### src/sv/qrrd_pkg.sv
`default_nettype none

package qrrd_pkg;

    // fixed field widths
    localparam int POINT_W     = 32;
    localparam int GRID_W      = 16;
    localparam int TCNT_W      = 8;
    localparam int GRAIN_OUT_W = 16;
    localparam int QUAD_W      = 2;
    localparam int THREAD_W    = 7;
    localparam int CFG_IDX_W   = 2;
    localparam int CFG_DATA_W  = 16;

    // scaling and sizing constants
    localparam int MAX_THREADS = 128;
    localparam int FRAC_BITS   = 16;
    localparam int GRAIN_BITS  = 16;

    // derived widths
    localparam int SUM_W  = POINT_W + 1;
    localparam int LIM_W  = SUM_W + 1;
    localparam int TCL_W  = $clog2(MAX_THREADS + 1);

    // centre sums hold twice the centre; two in that scale is four
    localparam logic [SUM_W-1:0] SUM_TWO  = SUM_W'(4) << FRAC_BITS;
    localparam logic [SUM_W-1:0] SUM_UNIT = SUM_W'(1) << FRAC_BITS;

    typedef enum logic [CFG_IDX_W-1:0] {
        CFG_PARALLEL = 2'd0,
        CFG_THREADS  = 2'd1,
        CFG_GRID     = 2'd2
    } t_cfg_idx;

    typedef enum logic [QUAD_W-1:0] {
        QD_LOWER_LEFT  = 2'd0,
        QD_LOWER_RIGHT = 2'd1,
        QD_UPPER_LEFT  = 2'd2,
        QD_OTHER       = 2'd3
    } t_quad;

    // grid side in fixed point, zero counts as one
    function automatic logic [POINT_W-1:0] f_grid_fix(input logic [GRID_W-1:0] grid);
        logic [GRID_W-1:0] g;
        g = (grid == '0) ? GRID_W'(1) : grid;
        return POINT_W'({g, {FRAC_BITS{1'b0}}});
    endfunction

endpackage

`default_nettype wire

### src/sv/qrrd_point_if.sv
`default_nettype none

interface qrrd_point_if;
    logic                         valid;
    logic                         ready;
    logic [qrrd_pkg::POINT_W-1:0] point_x;
    logic [qrrd_pkg::POINT_W-1:0] point_y;
    logic                         last_point;

    modport source (output valid, output point_x, output point_y, output last_point,
                    input ready);
    modport sink   (input valid, input point_x, input point_y, input last_point,
                    output ready);
endinterface

`default_nettype wire

### src/sv/qrrd_result_if.sv
`default_nettype none

interface qrrd_result_if;
    logic                             valid;
    logic                             ready;
    logic [qrrd_pkg::GRAIN_OUT_W-1:0] grain_number;
    logic [qrrd_pkg::QUAD_W-1:0]      quadrant;
    logic [qrrd_pkg::THREAD_W-1:0]    thread_number;

    modport source (output valid, output grain_number, output quadrant,
                    output thread_number, input ready);
    modport sink   (input valid, input grain_number, input quadrant,
                    input thread_number, output ready);
endinterface

`default_nettype wire

### src/sv/quadrant_round_robin_dispatcher.sv
// a last point's result passes through the input register and then the result register
// throughput: one point per cycle; the box update and the per-quadrant rotate
//   index update happen in the same cycle, so back-to-back points and grains never stall
//   while the result register is free or is being emptied
// reset: synchronous, active low; restores register defaults, reloads the box,
//   sets the grain number to one and clears all rotate indexes
`default_nettype none

module quadrant_round_robin_dispatcher (
    input  wire                               i_clk,
    input  wire                               i_rst_n,
    qrrd_point_if.sink                        i_point,
    qrrd_result_if.source                     o_result,
    input  wire                               i_cfg_we,
    input  wire [qrrd_pkg::CFG_IDX_W-1:0]     i_cfg_idx,
    input  wire [qrrd_pkg::CFG_DATA_W-1:0]    i_cfg_data
);

    // configuration registers
    logic                              r_par_en;
    logic [qrrd_pkg::TCNT_W-1:0]       r_thread_cnt;
    logic [qrrd_pkg::GRID_W-1:0]       r_grid;

    // input register
    logic                              r_in_valid;
    logic [qrrd_pkg::POINT_W-1:0]      r_in_x;
    logic [qrrd_pkg::POINT_W-1:0]      r_in_y;
    logic                              r_in_last;

    // grain state
    logic [qrrd_pkg::POINT_W-1:0]      r_min_x, r_max_x, r_min_y, r_max_y;
    logic [qrrd_pkg::GRAIN_BITS-1:0]   r_grain_cnt;
    logic [qrrd_pkg::TCL_W-1:0]        r_rot [4];
    logic                              r_grain_open;

    // result register
    logic                              r_out_valid;
    logic [qrrd_pkg::GRAIN_OUT_W-1:0]  r_out_grain;
    qrrd_pkg::t_quad                   r_out_quad;
    logic [qrrd_pkg::THREAD_W-1:0]     r_out_thread;

    logic                              w_adv;
    logic                              w_in_ready;
    logic                              w_cfg_grid;

    logic [qrrd_pkg::POINT_W-1:0]      n_min_x, n_max_x, n_min_y, n_max_y;
    logic [qrrd_pkg::SUM_W-1:0]        w_sx, w_sy;
    logic                              w_grid;
    logic [qrrd_pkg::SUM_W-1:0]        w_lim1;
    logic [qrrd_pkg::LIM_W-1:0]        w_lim3;
    logic                              w_px0, w_px1, w_py0, w_py1;
    qrrd_pkg::t_quad                   w_quad;

    logic [qrrd_pkg::TCL_W-1:0]        w_tcl, w_base, w_offset, w_n, w_ri, w_ri_next;
    logic [qrrd_pkg::TCL_W-1:0]        w_thread;
    logic [1:0]                        w_rest;
    logic                              w_par;

    // handshake: a non-last point always moves on, a last point needs a free result slot
    assign w_adv      = r_in_valid && (!r_in_last || !r_out_valid || o_result.ready);
    assign w_in_ready = !r_in_valid || w_adv;
    assign i_point.ready = w_in_ready;
    assign w_cfg_grid = i_cfg_we && (i_cfg_idx == qrrd_pkg::CFG_GRID);

    // configuration writes
    always_ff @(posedge i_clk) begin
        if (!i_rst_n) begin
            r_par_en     <= 1'b0;
            r_thread_cnt <= qrrd_pkg::TCNT_W'(1);
            r_grid       <= qrrd_pkg::GRID_W'(256);
        end else if (i_cfg_we) begin
            unique case (i_cfg_idx)
                qrrd_pkg::CFG_PARALLEL: r_par_en     <= i_cfg_data[0];
                qrrd_pkg::CFG_THREADS:  r_thread_cnt <= i_cfg_data[qrrd_pkg::TCNT_W-1:0];
                qrrd_pkg::CFG_GRID:     r_grid       <= i_cfg_data[qrrd_pkg::GRID_W-1:0];
                default: ;
            endcase
        end
    end

    // input register
    always_ff @(posedge i_clk) begin
        if (!i_rst_n) begin
            r_in_valid <= 1'b0;
        end else if (w_in_ready) begin
            r_in_valid <= i_point.valid;
        end
        if (w_in_ready && i_point.valid) begin
            r_in_x    <= i_point.point_x;
            r_in_y    <= i_point.point_y;
            r_in_last <= i_point.last_point;
        end
    end

    // bounding box including the current point
    assign n_min_x = (r_in_x < r_min_x) ? r_in_x : r_min_x;
    assign n_max_x = (r_in_x > r_max_x) ? r_in_x : r_max_x;
    assign n_min_y = (r_in_y < r_min_y) ? r_in_y : r_min_y;
    assign n_max_y = (r_in_y > r_max_y) ? r_in_y : r_max_y;

    // centre classification by compares: position 0 below one step, 1 below three
    assign w_sx   = qrrd_pkg::SUM_W'(n_min_x) + qrrd_pkg::SUM_W'(n_max_x);
    assign w_sy   = qrrd_pkg::SUM_W'(n_min_y) + qrrd_pkg::SUM_W'(n_max_y);
    assign w_grid = w_sx > qrrd_pkg::SUM_TWO;
    assign w_lim1 = w_grid ? qrrd_pkg::SUM_W'(qrrd_pkg::f_grid_fix(r_grid))
                           : qrrd_pkg::SUM_UNIT;
    assign w_lim3 = qrrd_pkg::LIM_W'(w_lim1) + {w_lim1, 1'b0};
    assign w_px0  = w_sx < w_lim1;
    assign w_px1  = !w_px0 && (qrrd_pkg::LIM_W'(w_sx) < w_lim3);
    assign w_py0  = w_sy < w_lim1;
    assign w_py1  = !w_py0 && (qrrd_pkg::LIM_W'(w_sy) < w_lim3);

    always_comb begin
        priority if (w_px0 && w_py0) w_quad = qrrd_pkg::QD_LOWER_LEFT;
        else if (w_px1 && w_py0)     w_quad = qrrd_pkg::QD_LOWER_RIGHT;
        else if (w_px0 && w_py1)     w_quad = qrrd_pkg::QD_UPPER_LEFT;
        else                         w_quad = qrrd_pkg::QD_OTHER;
    end

    // thread split: quarter of the clamped count, lower-numbered quadrants take the remainder
    assign w_tcl  = (int'(r_thread_cnt) > qrrd_pkg::MAX_THREADS)
                  ? qrrd_pkg::TCL_W'(qrrd_pkg::MAX_THREADS)
                  : qrrd_pkg::TCL_W'(r_thread_cnt);
    assign w_base = w_tcl >> 2;
    assign w_rest = w_tcl[1:0];
    assign w_par  = r_par_en && (w_tcl >= qrrd_pkg::TCL_W'(4));

    always_comb begin
        unique case (w_quad)
            qrrd_pkg::QD_LOWER_LEFT:  w_offset = '0;
            qrrd_pkg::QD_LOWER_RIGHT: w_offset = w_base
                                              + qrrd_pkg::TCL_W'(w_rest >= 2'd1);
            qrrd_pkg::QD_UPPER_LEFT:  w_offset = (w_base << 1)
                                              + qrrd_pkg::TCL_W'((w_rest > 2'd2) ? 2'd2
                                                                                 : w_rest);
            default:                  w_offset = w_base + (w_base << 1)
                                              + qrrd_pkg::TCL_W'(w_rest);
        endcase
    end

    assign w_n       = w_base + qrrd_pkg::TCL_W'(w_quad < w_rest);
    // an index left over from a larger thread count restarts at zero
    assign w_ri      = (r_rot[w_quad] >= w_n) ? '0 : r_rot[w_quad];
    assign w_ri_next = (w_ri + qrrd_pkg::TCL_W'(1) >= w_n) ? '0 : w_ri + qrrd_pkg::TCL_W'(1);
    assign w_thread  = w_par ? (w_offset + w_ri) : '0;

    // grain state update
    always_ff @(posedge i_clk) begin
        if (!i_rst_n) begin
            r_min_x      <= qrrd_pkg::f_grid_fix(qrrd_pkg::GRID_W'(256));
            r_min_y      <= qrrd_pkg::f_grid_fix(qrrd_pkg::GRID_W'(256));
            r_max_x      <= '0;
            r_max_y      <= '0;
            r_grain_cnt  <= qrrd_pkg::GRAIN_BITS'(1);
            r_grain_open <= 1'b0;
            for (int k = 0; k < 4; k++) begin
                r_rot[k] <= '0;
            end
        end else if (w_adv) begin
            if (r_in_last) begin
                r_min_x      <= qrrd_pkg::f_grid_fix(r_grid);
                r_min_y      <= qrrd_pkg::f_grid_fix(r_grid);
                r_max_x      <= '0;
                r_max_y      <= '0;
                r_grain_open <= 1'b0;
                if (r_grain_cnt != '1) begin
                    r_grain_cnt <= r_grain_cnt + qrrd_pkg::GRAIN_BITS'(1);
                end
                if (w_par) begin
                    r_rot[w_quad] <= w_ri_next;
                end
            end else begin
                r_min_x      <= n_min_x;
                r_min_y      <= n_min_y;
                r_max_x      <= n_max_x;
                r_max_y      <= n_max_y;
                r_grain_open <= 1'b1;
            end
        end else if (w_cfg_grid && !r_grain_open) begin
            // new grid before the first point of a grain reloads the box
            r_min_x <= qrrd_pkg::f_grid_fix(i_cfg_data[qrrd_pkg::GRID_W-1:0]);
            r_min_y <= qrrd_pkg::f_grid_fix(i_cfg_data[qrrd_pkg::GRID_W-1:0]);
            r_max_x <= '0;
            r_max_y <= '0;
        end
    end

    // result register
    always_ff @(posedge i_clk) begin
        if (!i_rst_n) begin
            r_out_valid <= 1'b0;
        end else if (w_adv && r_in_last) begin
            r_out_valid <= 1'b1;
        end else if (o_result.ready) begin
            r_out_valid <= 1'b0;
        end
        if (w_adv && r_in_last) begin
            r_out_grain  <= qrrd_pkg::GRAIN_OUT_W'(r_grain_cnt);
            r_out_quad   <= w_quad;
            r_out_thread <= qrrd_pkg::THREAD_W'(w_thread);
        end
    end

    assign o_result.valid         = r_out_valid;
    assign o_result.grain_number  = r_out_grain;
    assign o_result.quadrant      = r_out_quad;
    assign o_result.thread_number = r_out_thread;

`ifndef ASSERT_OFF
    // a nonzero thread only goes out in parallel mode with at least four threads
    a_seq_thread: assert property (@(posedge i_clk) disable iff (!i_rst_n)
        (r_out_valid && (r_out_thread != '0)) |-> w_par)
        else $error("nonzero thread in sequential mode");

    // grain numbering never wraps to zero
    a_grain_nz: assert property (@(posedge i_clk) disable iff (!i_rst_n)
        r_grain_cnt != '0)
        else $error("grain counter reached zero");

    // a finished grain leaves an empty box behind
    a_box_reload: assert property (@(posedge i_clk) disable iff (!i_rst_n)
        (w_adv && r_in_last) |=> (r_max_x == '0 && r_max_y == '0 && !r_grain_open))
        else $error("box not reloaded after last point");

    // a last point that moves on always produces a visible result
    a_result_out: assert property (@(posedge i_clk) disable iff (!i_rst_n)
        (w_adv && r_in_last) |=> r_out_valid)
        else $error("result lost");
`endif

endmodule

`default_nettype wire

### src/flat_wrapper.sv
// flat-port wrapper written by rule: the top's interface ports become plain ports
module quadrant_round_robin_dispatcher_flat 
  (i_clk, i_rst_n, i_cfg_we, i_cfg_idx, i_cfg_data, i_point_valid, i_point_point_x, i_point_point_y, i_point_last_point, i_point_ready, o_result_valid, o_result_grain_number, o_result_quadrant, o_result_thread_number, o_result_ready);
  qrrd_point_if i_point_i ();
  qrrd_result_if o_result_i ();
  input  wire i_clk;
  input  wire i_rst_n;
  input  wire i_cfg_we;
  input  wire [qrrd_pkg::CFG_IDX_W-1:0] i_cfg_idx;
  input  wire [qrrd_pkg::CFG_DATA_W-1:0] i_cfg_data;
  input wire logic [$bits(i_point_i.valid)-1:0] i_point_valid;
  input wire logic [$bits(i_point_i.point_x)-1:0] i_point_point_x;
  input wire logic [$bits(i_point_i.point_y)-1:0] i_point_point_y;
  input wire logic [$bits(i_point_i.last_point)-1:0] i_point_last_point;
  output wire logic [$bits(i_point_i.ready)-1:0] i_point_ready;
  output wire logic [$bits(o_result_i.valid)-1:0] o_result_valid;
  output wire logic [$bits(o_result_i.grain_number)-1:0] o_result_grain_number;
  output wire logic [$bits(o_result_i.quadrant)-1:0] o_result_quadrant;
  output wire logic [$bits(o_result_i.thread_number)-1:0] o_result_thread_number;
  input wire logic [$bits(o_result_i.ready)-1:0] o_result_ready;
  assign i_point_i.valid = i_point_valid;
  assign i_point_i.point_x = i_point_point_x;
  assign i_point_i.point_y = i_point_point_y;
  assign i_point_i.last_point = i_point_last_point;
  assign i_point_ready = i_point_i.ready;
  assign o_result_valid = o_result_i.valid;
  assign o_result_grain_number = o_result_i.grain_number;
  assign o_result_quadrant = o_result_i.quadrant;
  assign o_result_thread_number = o_result_i.thread_number;
  assign o_result_i.ready = o_result_ready;
  quadrant_round_robin_dispatcher u_core (.i_clk(i_clk), .i_rst_n(i_rst_n), .i_point(i_point_i), .o_result(o_result_i), .i_cfg_we(i_cfg_we), .i_cfg_idx(i_cfg_idx), .i_cfg_data(i_cfg_data));
endmodule
### config.mk
export PLATFORM = sky130hd
export DESIGN_NAME = quadrant_round_robin_dispatcher_flat
export DESIGN_NICKNAME = d
export VERILOG_FILES = /design/src/sv/qrrd_pkg.sv /design/src/sv/qrrd_point_if.sv /design/src/sv/qrrd_result_if.sv /design/src/sv/quadrant_round_robin_dispatcher.sv /design/src/flat_wrapper.sv
export SDC_FILE = /design/constraint.sdc
export NUM_CORES = 1
export LEC_CHECK = 0
export BUFFER_PORTS_ARGS = -buffer_cell sky130_fd_sc_hd__clkbuf_2
export CAP_MARGIN = 30
export CORE_ASPECT_RATIO = 0.75
export CORE_MARGIN = 2
export CORE_UTILIZATION = 55
export CTS_CLUSTER_DIAMETER = 120
export DETAILED_ROUTE_END_ITERATION = 8
export PLACE_DENSITY = 0.73
export SLEW_MARGIN = 5
export SYNTH_ARGS = -nofsm -noshare
export SYNTH_HDL_FRONTEND = slang
export SYNTH_SLANG_ARGS = --single-unit
export TNS_END_PERCENT = 1
### constraint.sdc
create_clock -name i_clk -period 22.5 [get_ports i_clk]
set_input_delay 1.125 -clock i_clk [delete_from_list [all_inputs] [get_ports i_clk]]
set_output_delay 1.125 -clock i_clk [all_outputs]
set_load 0.01 [all_outputs]
Word level (Yosys, flattened, before mapping)
Memory sizes are Yosys's and may differ from the RTL's.
Index checks and enable logic that the tools add are counted.

word-level totals
  memory bits (writable) = 32
  input port bits = 88
  register bits after elaboration = 262
  output and inout bits = 27
  memories = 1
  logic and storage cells = 118

memory list
  name          words  width  rd ports  clocked after Yosys merged registers in  write ports  line                                   source
  u_core.r_rot  4      8      1         0                                        4            quadrant_round_robin_dispatcher.sv:33  logic [qrrd_pkg::TCL_W-1:0] r_rot [4];

operators by class
  equality and inequality tests = 5
  $lt $le $gt $ge = 16
  reduce and logical (&&, ||, !) cells = 31
  add/sub/neg operators = 11
  mux-type cells = 37

operators by type and width
  cell                   count
  $mux 32                15
  $lt 33x34->1           2
  $add 32x32->33         2
  $lt 33x33->1           2
  $gt 32x32->1           2
  $lt 32x32->1           2
  $add 33x34->34         1
  $gt 33x19->1 const B   1
  $logic_not 16->1       2
  $mux 16                2
  $mux 8                 4
  $pmux 7 s3             1
  $add 16x1->16 const B  1
  $ge 8x8->1             2
  $ne 16x16->1 const B   1
  $add 6x1->7            2
  $add 7x2->7            2
  $logic_and 1x1->1      11
  $mux 1                 11
  $add 8x1->8 const B    1
  $ge 8x3->1 const B     1
  $gt 8x8->1 const B     1
  $mux 2                 4
  $reduce_or 8->1        1
  13 further kinds       26

Logic depth before layout (Yosys ltp)
Gate-level depths: netlist of the first run.

  depth after elaboration = 20
  gate-level depth with buffers = 82
  depth with buffers taken out = 77

Worst setup path after synthesis of the first run
OpenSTA, ideal clock, no wires.

  kind = reg-to-reg
  start point = reg u_core.r_in_x[1] in the netlist's numbering
  end point = mem u_core.r_rot[2][2] in the netlist's numbering (data pin)
  buffers on the path = 5
  slack = 6,281 ps
  library setup time = 133 ps
  clock period less this slack = 16,219 ps
  arrival = 16,086 ps
  data required time = 22,367 ps
  stages on the path, launching flop included = 82
  path through = edfxtp_1 ha_1 a21o_1 a21o_1 a21o_1 a21o_1 a21o_1 a21o_1 a21o_1 a21o_1 a21o_1 a21o_1 a2111oi_0 o21ai_1 clkbuf_1 nand2_1 o21ai_0 ha_1 [46 not listed] a21oi_1 nand4_1 a311o_2 a31oi_1 clkbuf_1 and2_1 ha_1 and4_1 xor2_1 and2_1 ha_1 a21oi_1 nor2b_1 o21ai_0 nand3b_1 or3_1 a211oi_4 and3_1

RTL lines
  item                    line                                   source
  start, declared         quadrant_round_robin_dispatcher.sv:26  logic [qrrd_pkg::POINT_W-1:0] r_in_x;
  start signal, assigned  quadrant_round_robin_dispatcher.sv:89  r_in_x <= i_point.point_x;
  end, declared           quadrant_round_robin_dispatcher.sv:33

==> results.toml, run 1 <==
[synth]
synth_compound_area_share_pct = 21.3
synthTopCellsByCount = "300 x ha_1, 209 x nand2_1, 193 x inv_1"
yosysUniqueCellTypes = 92
yosys_warnings = 0
synth_area_um2 = 23100
async_flop_share_pct = 0
synth_mux_area_share_pct = 5.52
synthXorXnorAreaFrac_pct = 3.04
ys_ff_latch = 294
ys.flop_type = "dfxtp_1"
ys_seq_area_share_pct = 30.7
synthMostInstantiatedCell = "ha_1"
synth_top_area_cell = "ha_1"
synth_edf_count = 122
yosys-top-cells-area = "ha_1 16%, edfxtp_1 16%, dfxtp_1 15%"
synth_fa_ha_area_share_pct = 16.7
syn_inst = 2624
avgSynthCellArea_um2 = 8.81
synth-simple-area-share_pct = 17.7
synth_top_family_by_area = "compound AO/OA/AOI/OAI gates"
yosysTopAreaCellShare_pct = 16.2

[clocking]
clk_pin_slew_ps = 70
clock_latency_ps = 550
cts_resized = 0
cts_root_buffer = "clkbuf_16"
cts_tree = "built"
cts_buffer_depth = 3
clock-sinks = 294
htreeDepth = 2
hold_buffers = 0
post_cts_buffers = 0
cts_buffers = 34

[sta]
fin_crit_ps = 19580
finalSetupTns_ps = 0
worst_slew_pin_slew_ps = 1060
slew_headroom_pct = 29.0
rsz0062_at_grt = "false"
fmax_mhz = 51.1
fin_skew_ps = 23.7
hold_viol = 0
layout_worst_path_cycle_share_pct = 87.0
setup-violations-final = 0
finalMaxSlewViolations = 0

[place]
portBuffers = 114
placed_cells = 3229
gp_congestion = 1.06
hpwl_mm = 53.9

[grt]
antenna_found_initial = 4
grt_pass1_wl_mm = 109
grt_pass1_vias = 19400
grt_use_total_pct = 31.6
grt_max_degree = 79
grt-ovfl-total = 0

[setup_path]
worstPathMaxFanout = 21
critPathMaxStageDelay_ps = 780
start_kind = "flip-flop"
cp.required_ps = 22890
critPathSlowestCell = "a2111oi_0"
cp_data_arrival_time_ps = 19970
critPathKind = "flip-flop to flip-flop"
endpoint_kind = "flip-flop"

[power_and_ir_drop]
finalPower_mw = 2.15
leakage_nw = 10.6
power_density_nw_per_um2 = 84.6
vdd_drop_max_uv = 62.8

[floorplan]
dieHeight_um = 182
die_area_um2 = 43700
core_area_um2 = 41700
fp-row-count = 65
dieWidth_um = 241
io_pins = 115
start_util_pct = 55.4

[worst_hold_path]
hold_path_class = "flip-flop to flip-flop"

[cells_and_area]
nets = 3093
final_util_pct = 61.0
syn_to_final_growth_pct = 10.1
drive_gt1_share_pct = 12.3
finalNonFillerCells = 3298

[detailed_routing]
drtPass1Iterations = 6
drt-total-wl_mm = 69.8
wl_per_cell_um = 21.2
drtIter0Drc = 2070
routed_via_density = 6.22
vias = 20500
drc = 0
postRouteAntennaNets = 0

[outcome]
outcome = "finished clean"

[flow_run]
maxCapViolations = 0
[kinds of logic after synthesis]
logic type	count (synthesis)
XOR/XNOR	75
buffers and inverters	296
AND/OR/NAND/NOR	798
multiplexers	115
AO/OA/AOI/OAI	738
flip-flops	294
other	2
adder cells (fa/ha/maj)	306
[area by class of cell]
| type | count | area (µm²) |
|---|---|---|
| Timing Repair Buffer | 138 | 753 |
| Fill cell | 3593 | 16300 |
| Sequential cell | 294 | 7110 |
| Inverter | 194 | 728 |
| Multi-Input combinational cell | 2038 | 15000 |
| Antenna cell | 3 | 7.51 |
| Clock inverter | 12 | 103 |
| Tap cell | 569 | 712 |
| Clock buffer | 50 | 1090 |
[critical path, delay by kind of cell (launching register included)]
kind                     cells  cell delay, ps
AND/OR/NAND/NOR             19            3610
flip-flops                   1             440
AO/OA/AOI/OAI               38           10440
adder cells (fa/ha/maj)     11            3230
multiplexers                 1             370
XOR/XNOR                     3             680
buffers and inverters        3             650
[stage by stage]
step | instance area (µm²) | hold WS (ps) | setup WS [ps]
2_1_floorplan | 23100 | 431 | 6280
3_3_place_gp | 24200 | 452 | 3890
3_5_place_dp | 24200 | 462 | 3370
4_1_cts | 25400 | 476 | 3190
5_1_grt | 25500 | 500 | 1500
6_report | 25500 | 477 | 2920
[layer usage]
metal	up-vias	share of wire, %	global-route usage (%)
met5	-	0.011	0
met4	2	2.3	8.27
met3	103	6.7	3.97
met2	754	43	48.5
met1	9848	48	46.7
li1	9798	-	-
[state kept, by name, summed over array words and instances (netlist names)]
signal / cells
u_core.r_in_x: 32
u_core.o_result.thread_number: 7
u_core.r_thread_cnt: 8
u_core.o_result.quadrant: 2
u_core.r_par_en: 1
u_core.r_in_last: 1
u_core.r_min_x: 32
u_core.r_grid: 16
u_core.r_in_valid: 1
u_core.r_rot: 32
u_core.r_max_x: 32
u_core.r_grain_cnt: 16
u_core.r_grain_open: 1
u_core.r_in_y: 32
u_core.r_min_y: 32
u_core.o_result.grain_number: 16
u_core.o_result.valid: 1
u_core.r_max_y: 32
[worst paths after layout]
| path | end | depth (start not counted) | slack [ps] | startpoint |
|---|---|---|---|---|
| setup / recovery | u_core.r_rot[2][6] | 75 | 2920 | u_core.r_in_x[1] |
| hold / removal | u_core.r_grid[0] | 2 | 480 | u_core.r_grid[0] |
| setup reg to reg | u_core.r_rot[2][6] | 75 | 2920 | u_core.r_in_x[1] |
| hold reg to reg | u_core.r_grid[0] | 2 | 480 | u_core.r_grid[0] |
[where the power goes]
part           leakage [nW]  switching, mW  internal, mW  total, mW
Clock                 0.587          0.238         0.349      0.587
Combinational          7.40          0.598         0.371      0.969
Sequential             2.61         0.0199         0.579      0.598
Total                  10.6          0.855          1.30       2.15
[layout by cell type, fill, tap and decap left out, drive strengths merged, types with 82 or more instances in the layout]
| cell type | count |
|---|---|
| clkbuf | 163 |
| ha | 300 |
| a22oi | 82 |
| edfxtp | 122 |
| a21oi | 171 |
| nand2 | 210 |
| mux2 | 97 |
| o21ai | 185 |
| dfxtp | 172 |
| nor2b | 132 |
| nor2 | 142 |
| inv | 194 |
No activity file was read; power rests on OpenSTA's default activity.
==> run 2, diff against run 1 <==
--- a/config.mk
+++ b/config.mk
@@ -11,6 +11,7 @@
 export CORE_MARGIN = 2
 export CORE_UTILIZATION = 55
 export CTS_CLUSTER_DIAMETER = 120
+export CTS_CLUSTER_SIZE = 14
 export DETAILED_ROUTE_END_ITERATION = 8
 export PLACE_DENSITY = 0.73
 export SLEW_MARGIN = 5
==> constraint.sdc (replaced) <==
create_clock -name i_clk -period 22.5 [get_ports i_clk]
set_input_delay 1.125 -clock i_clk [delete_from_list [all_inputs] [get_ports i_clk]]
set_output_delay 1.125 -clock i_clk [all_outputs]
set_load 0.1 [all_outputs]
==> results.toml, run 2 (synthesis results as in run 1) <==
[clocking]
clock_latency_ps = 570
cts_root_buffer = "clkbuf_16"
clock-sinks = 294
cts_resized = 0
cts_tree = "built"
cts_buffers = 24
hold_buffers = 0
post_cts_buffers = 0
cts_buffer_depth = 3
htreeDepth = 1
clk_pin_slew_ps = 70

[detailed_routing]
wl_per_cell_um = 21.2
routed_via_density = 6.21
postRouteAntennaNets = 0
drtPass1Iterations = 8
drtIter0Drc = 1843
drc = 0
vias = 20300
drt-total-wl_mm = 69.4

[setup_path]
r2r-end = "u_core.r_rot[2][6]"
worst-path-buf-inv = 3
path_delay_family = "compound AO/OA/AOI/OAI gates"
critPathKind = "flip-flop to flip-flop"
endpoint_kind = "flip-flop"
critPathMaxStageDelay_ps = 780
crit_path_end = "u_core.r_rot[2][6]"
crit_cells = 75
reg2reg_depth = 75
r2r_start = "u_core.r_in_x[1]"
setup.reg_to_reg.worst_slack_ps = 2970
cp.required_ps = 22920
start_kind = "flip-flop"
critPathSlowestCell = "a2111oi_0"
cp_data_arrival_time_ps = 19950
worstPathMaxFanout = 21
cp-startpoint = "u_core.r_in_x[1]"

[cells_and_area]
mostFrequentLayoutCells = "300 x ha_1, 209 x nand2_1, 193 x inv_1, 175 x o21ai_0, 172 x dfxtp_1"
drive_gt1_share_pct = 11.2
final_util_pct = 59.8
nets = 3083
syn_to_final_growth_pct = 7.96
fill_cells = 3632
layout_commonest_cell = "ha_1"

[grt]
grt_pass1_wl_mm = 109
grt-ovfl-total = 0
grt_pass1_vias = 19200
antenna_found_initial = 2
grt_max_degree = 79
grt_use_total_pct = 31.3

[floorplan]
start_util_pct = 55.4
fp-row-count = 65
die_area_um2 = 43700
core_area_um2 = 41700
io_pins = 115
dieWidth_um = 241
dieHeight_um = 182

[power_and_ir_drop]
vdd_drop_max_uv = 68.2
finalPower_mw = 1.98
power_density_nw_per_um2 = 79.4
leakage_nw = 10.3

[flow_run]
maxCapViolations = 0

[sta]
rsz0062_at_grt = "false"
hold_viol = 0
layout_worst_path_cycle_share_pct = 86.8
finalSetupTns_ps = 0
finalMaxSlewViolations = 0
fin_crit_ps = 19530
fin_skew_ps = 27.8
setup-violations-final = 0
slew_headroom_pct = 27.7
setup_ws_ps = 2970
fmax_mhz = 51.2
worst_slew_pin_slew_ps = 1080

[worst_hold_path]
hold_path_class = "flip-flop to flip-flop"
worstHoldStart = "u_core.r_grain_cnt[11]"

[place]
portBuffers = 114
post-place-ws_ps = 3370
gp_congestion = 1.06
hpwl_mm = 53.9

[outcome]
outcome = "finished clean"
## run 2: cell count changes in the layout (fill, tap and decap cells not counted)
cell,previous run,this run
clkinv_4,3,0
clkbuf_1,4,18
clkinv_2,4,0
bufinv_16,1,0
inv_8,1,0
clkinv_1,3,1
diode_2,3,2
clkbuf_16,39,25
clkinvlp_4,1,0
clkbuf_8,7,0
## run 2: how the worst min path moves through the flow
stage	end	slack, ps	cells after the start
finish	u_core.o_result.grain_number[11]	480	0
global route	u_core.o_result.grain_number[15]	500	0
CTS	u_core.r_grid[0]	480	2
detailed placement	u_core.o_result.grain_number[11]	460	0
global placement	u_core.r_thread_cnt[0]	450	2
floorplan	u_core.o_result.grain_number[11]	430	0
## run 2: worst reg2reg max path, delay by kind of cell (launching register included)
kind	cells	cell delay, ps
flip-flops	1	440
adder cells (fa/ha/maj)	11	3250
AND/OR/NAND/NOR	19	3590
buffers and inverters	3	650
XOR/XNOR	3	670
AO/OA/AOI/OAI	38	10430
multiplexers	1	370
## run 2: metrics by stage
stage / instance area, µm² / cells / hold slack (ps)
floorplan: 23100 / 2628 / 431
global route: 25000 / 3278 / 504
detailed placement: 24200 / 3229 / 462
CTS: 24900 / 3272 / 477
global placement: 24200 / 3225 / 452
finish: 25000 / 3278 / 479
## run 2: layout make-up
class                      instances  area, µm²  area share (%)
multi-input combinational       2038      15000            59.9
sequential                       294       7110            28.5
timing repair buffer             138        753            3.02
inverter                         194        728            2.92
tap                              569        712            2.85
clock buffer                      43        693            2.78
antenna                            2       5.00          0.0201
## run 2: layer usage
metal | up-vias | wire [µm] | global-route usage (%)
met5 | - | 0 | 0
met4 | 0 | 1500 | 7.40
met3 | 90 | 4510 | 3.28
met2 | 739 | 30400 | 48.5
met1 | 9741 | 33000 | 46.6
li1 | 9774 | - | -
## run 2: report_power, final
part           switching [mW]  internal, mW  total [mW]  leakage (nW)
registers              0.0199         0.578       0.598          2.61
logic                   0.605         0.371       0.976          7.40
clock network           0.199         0.207       0.406         0.329
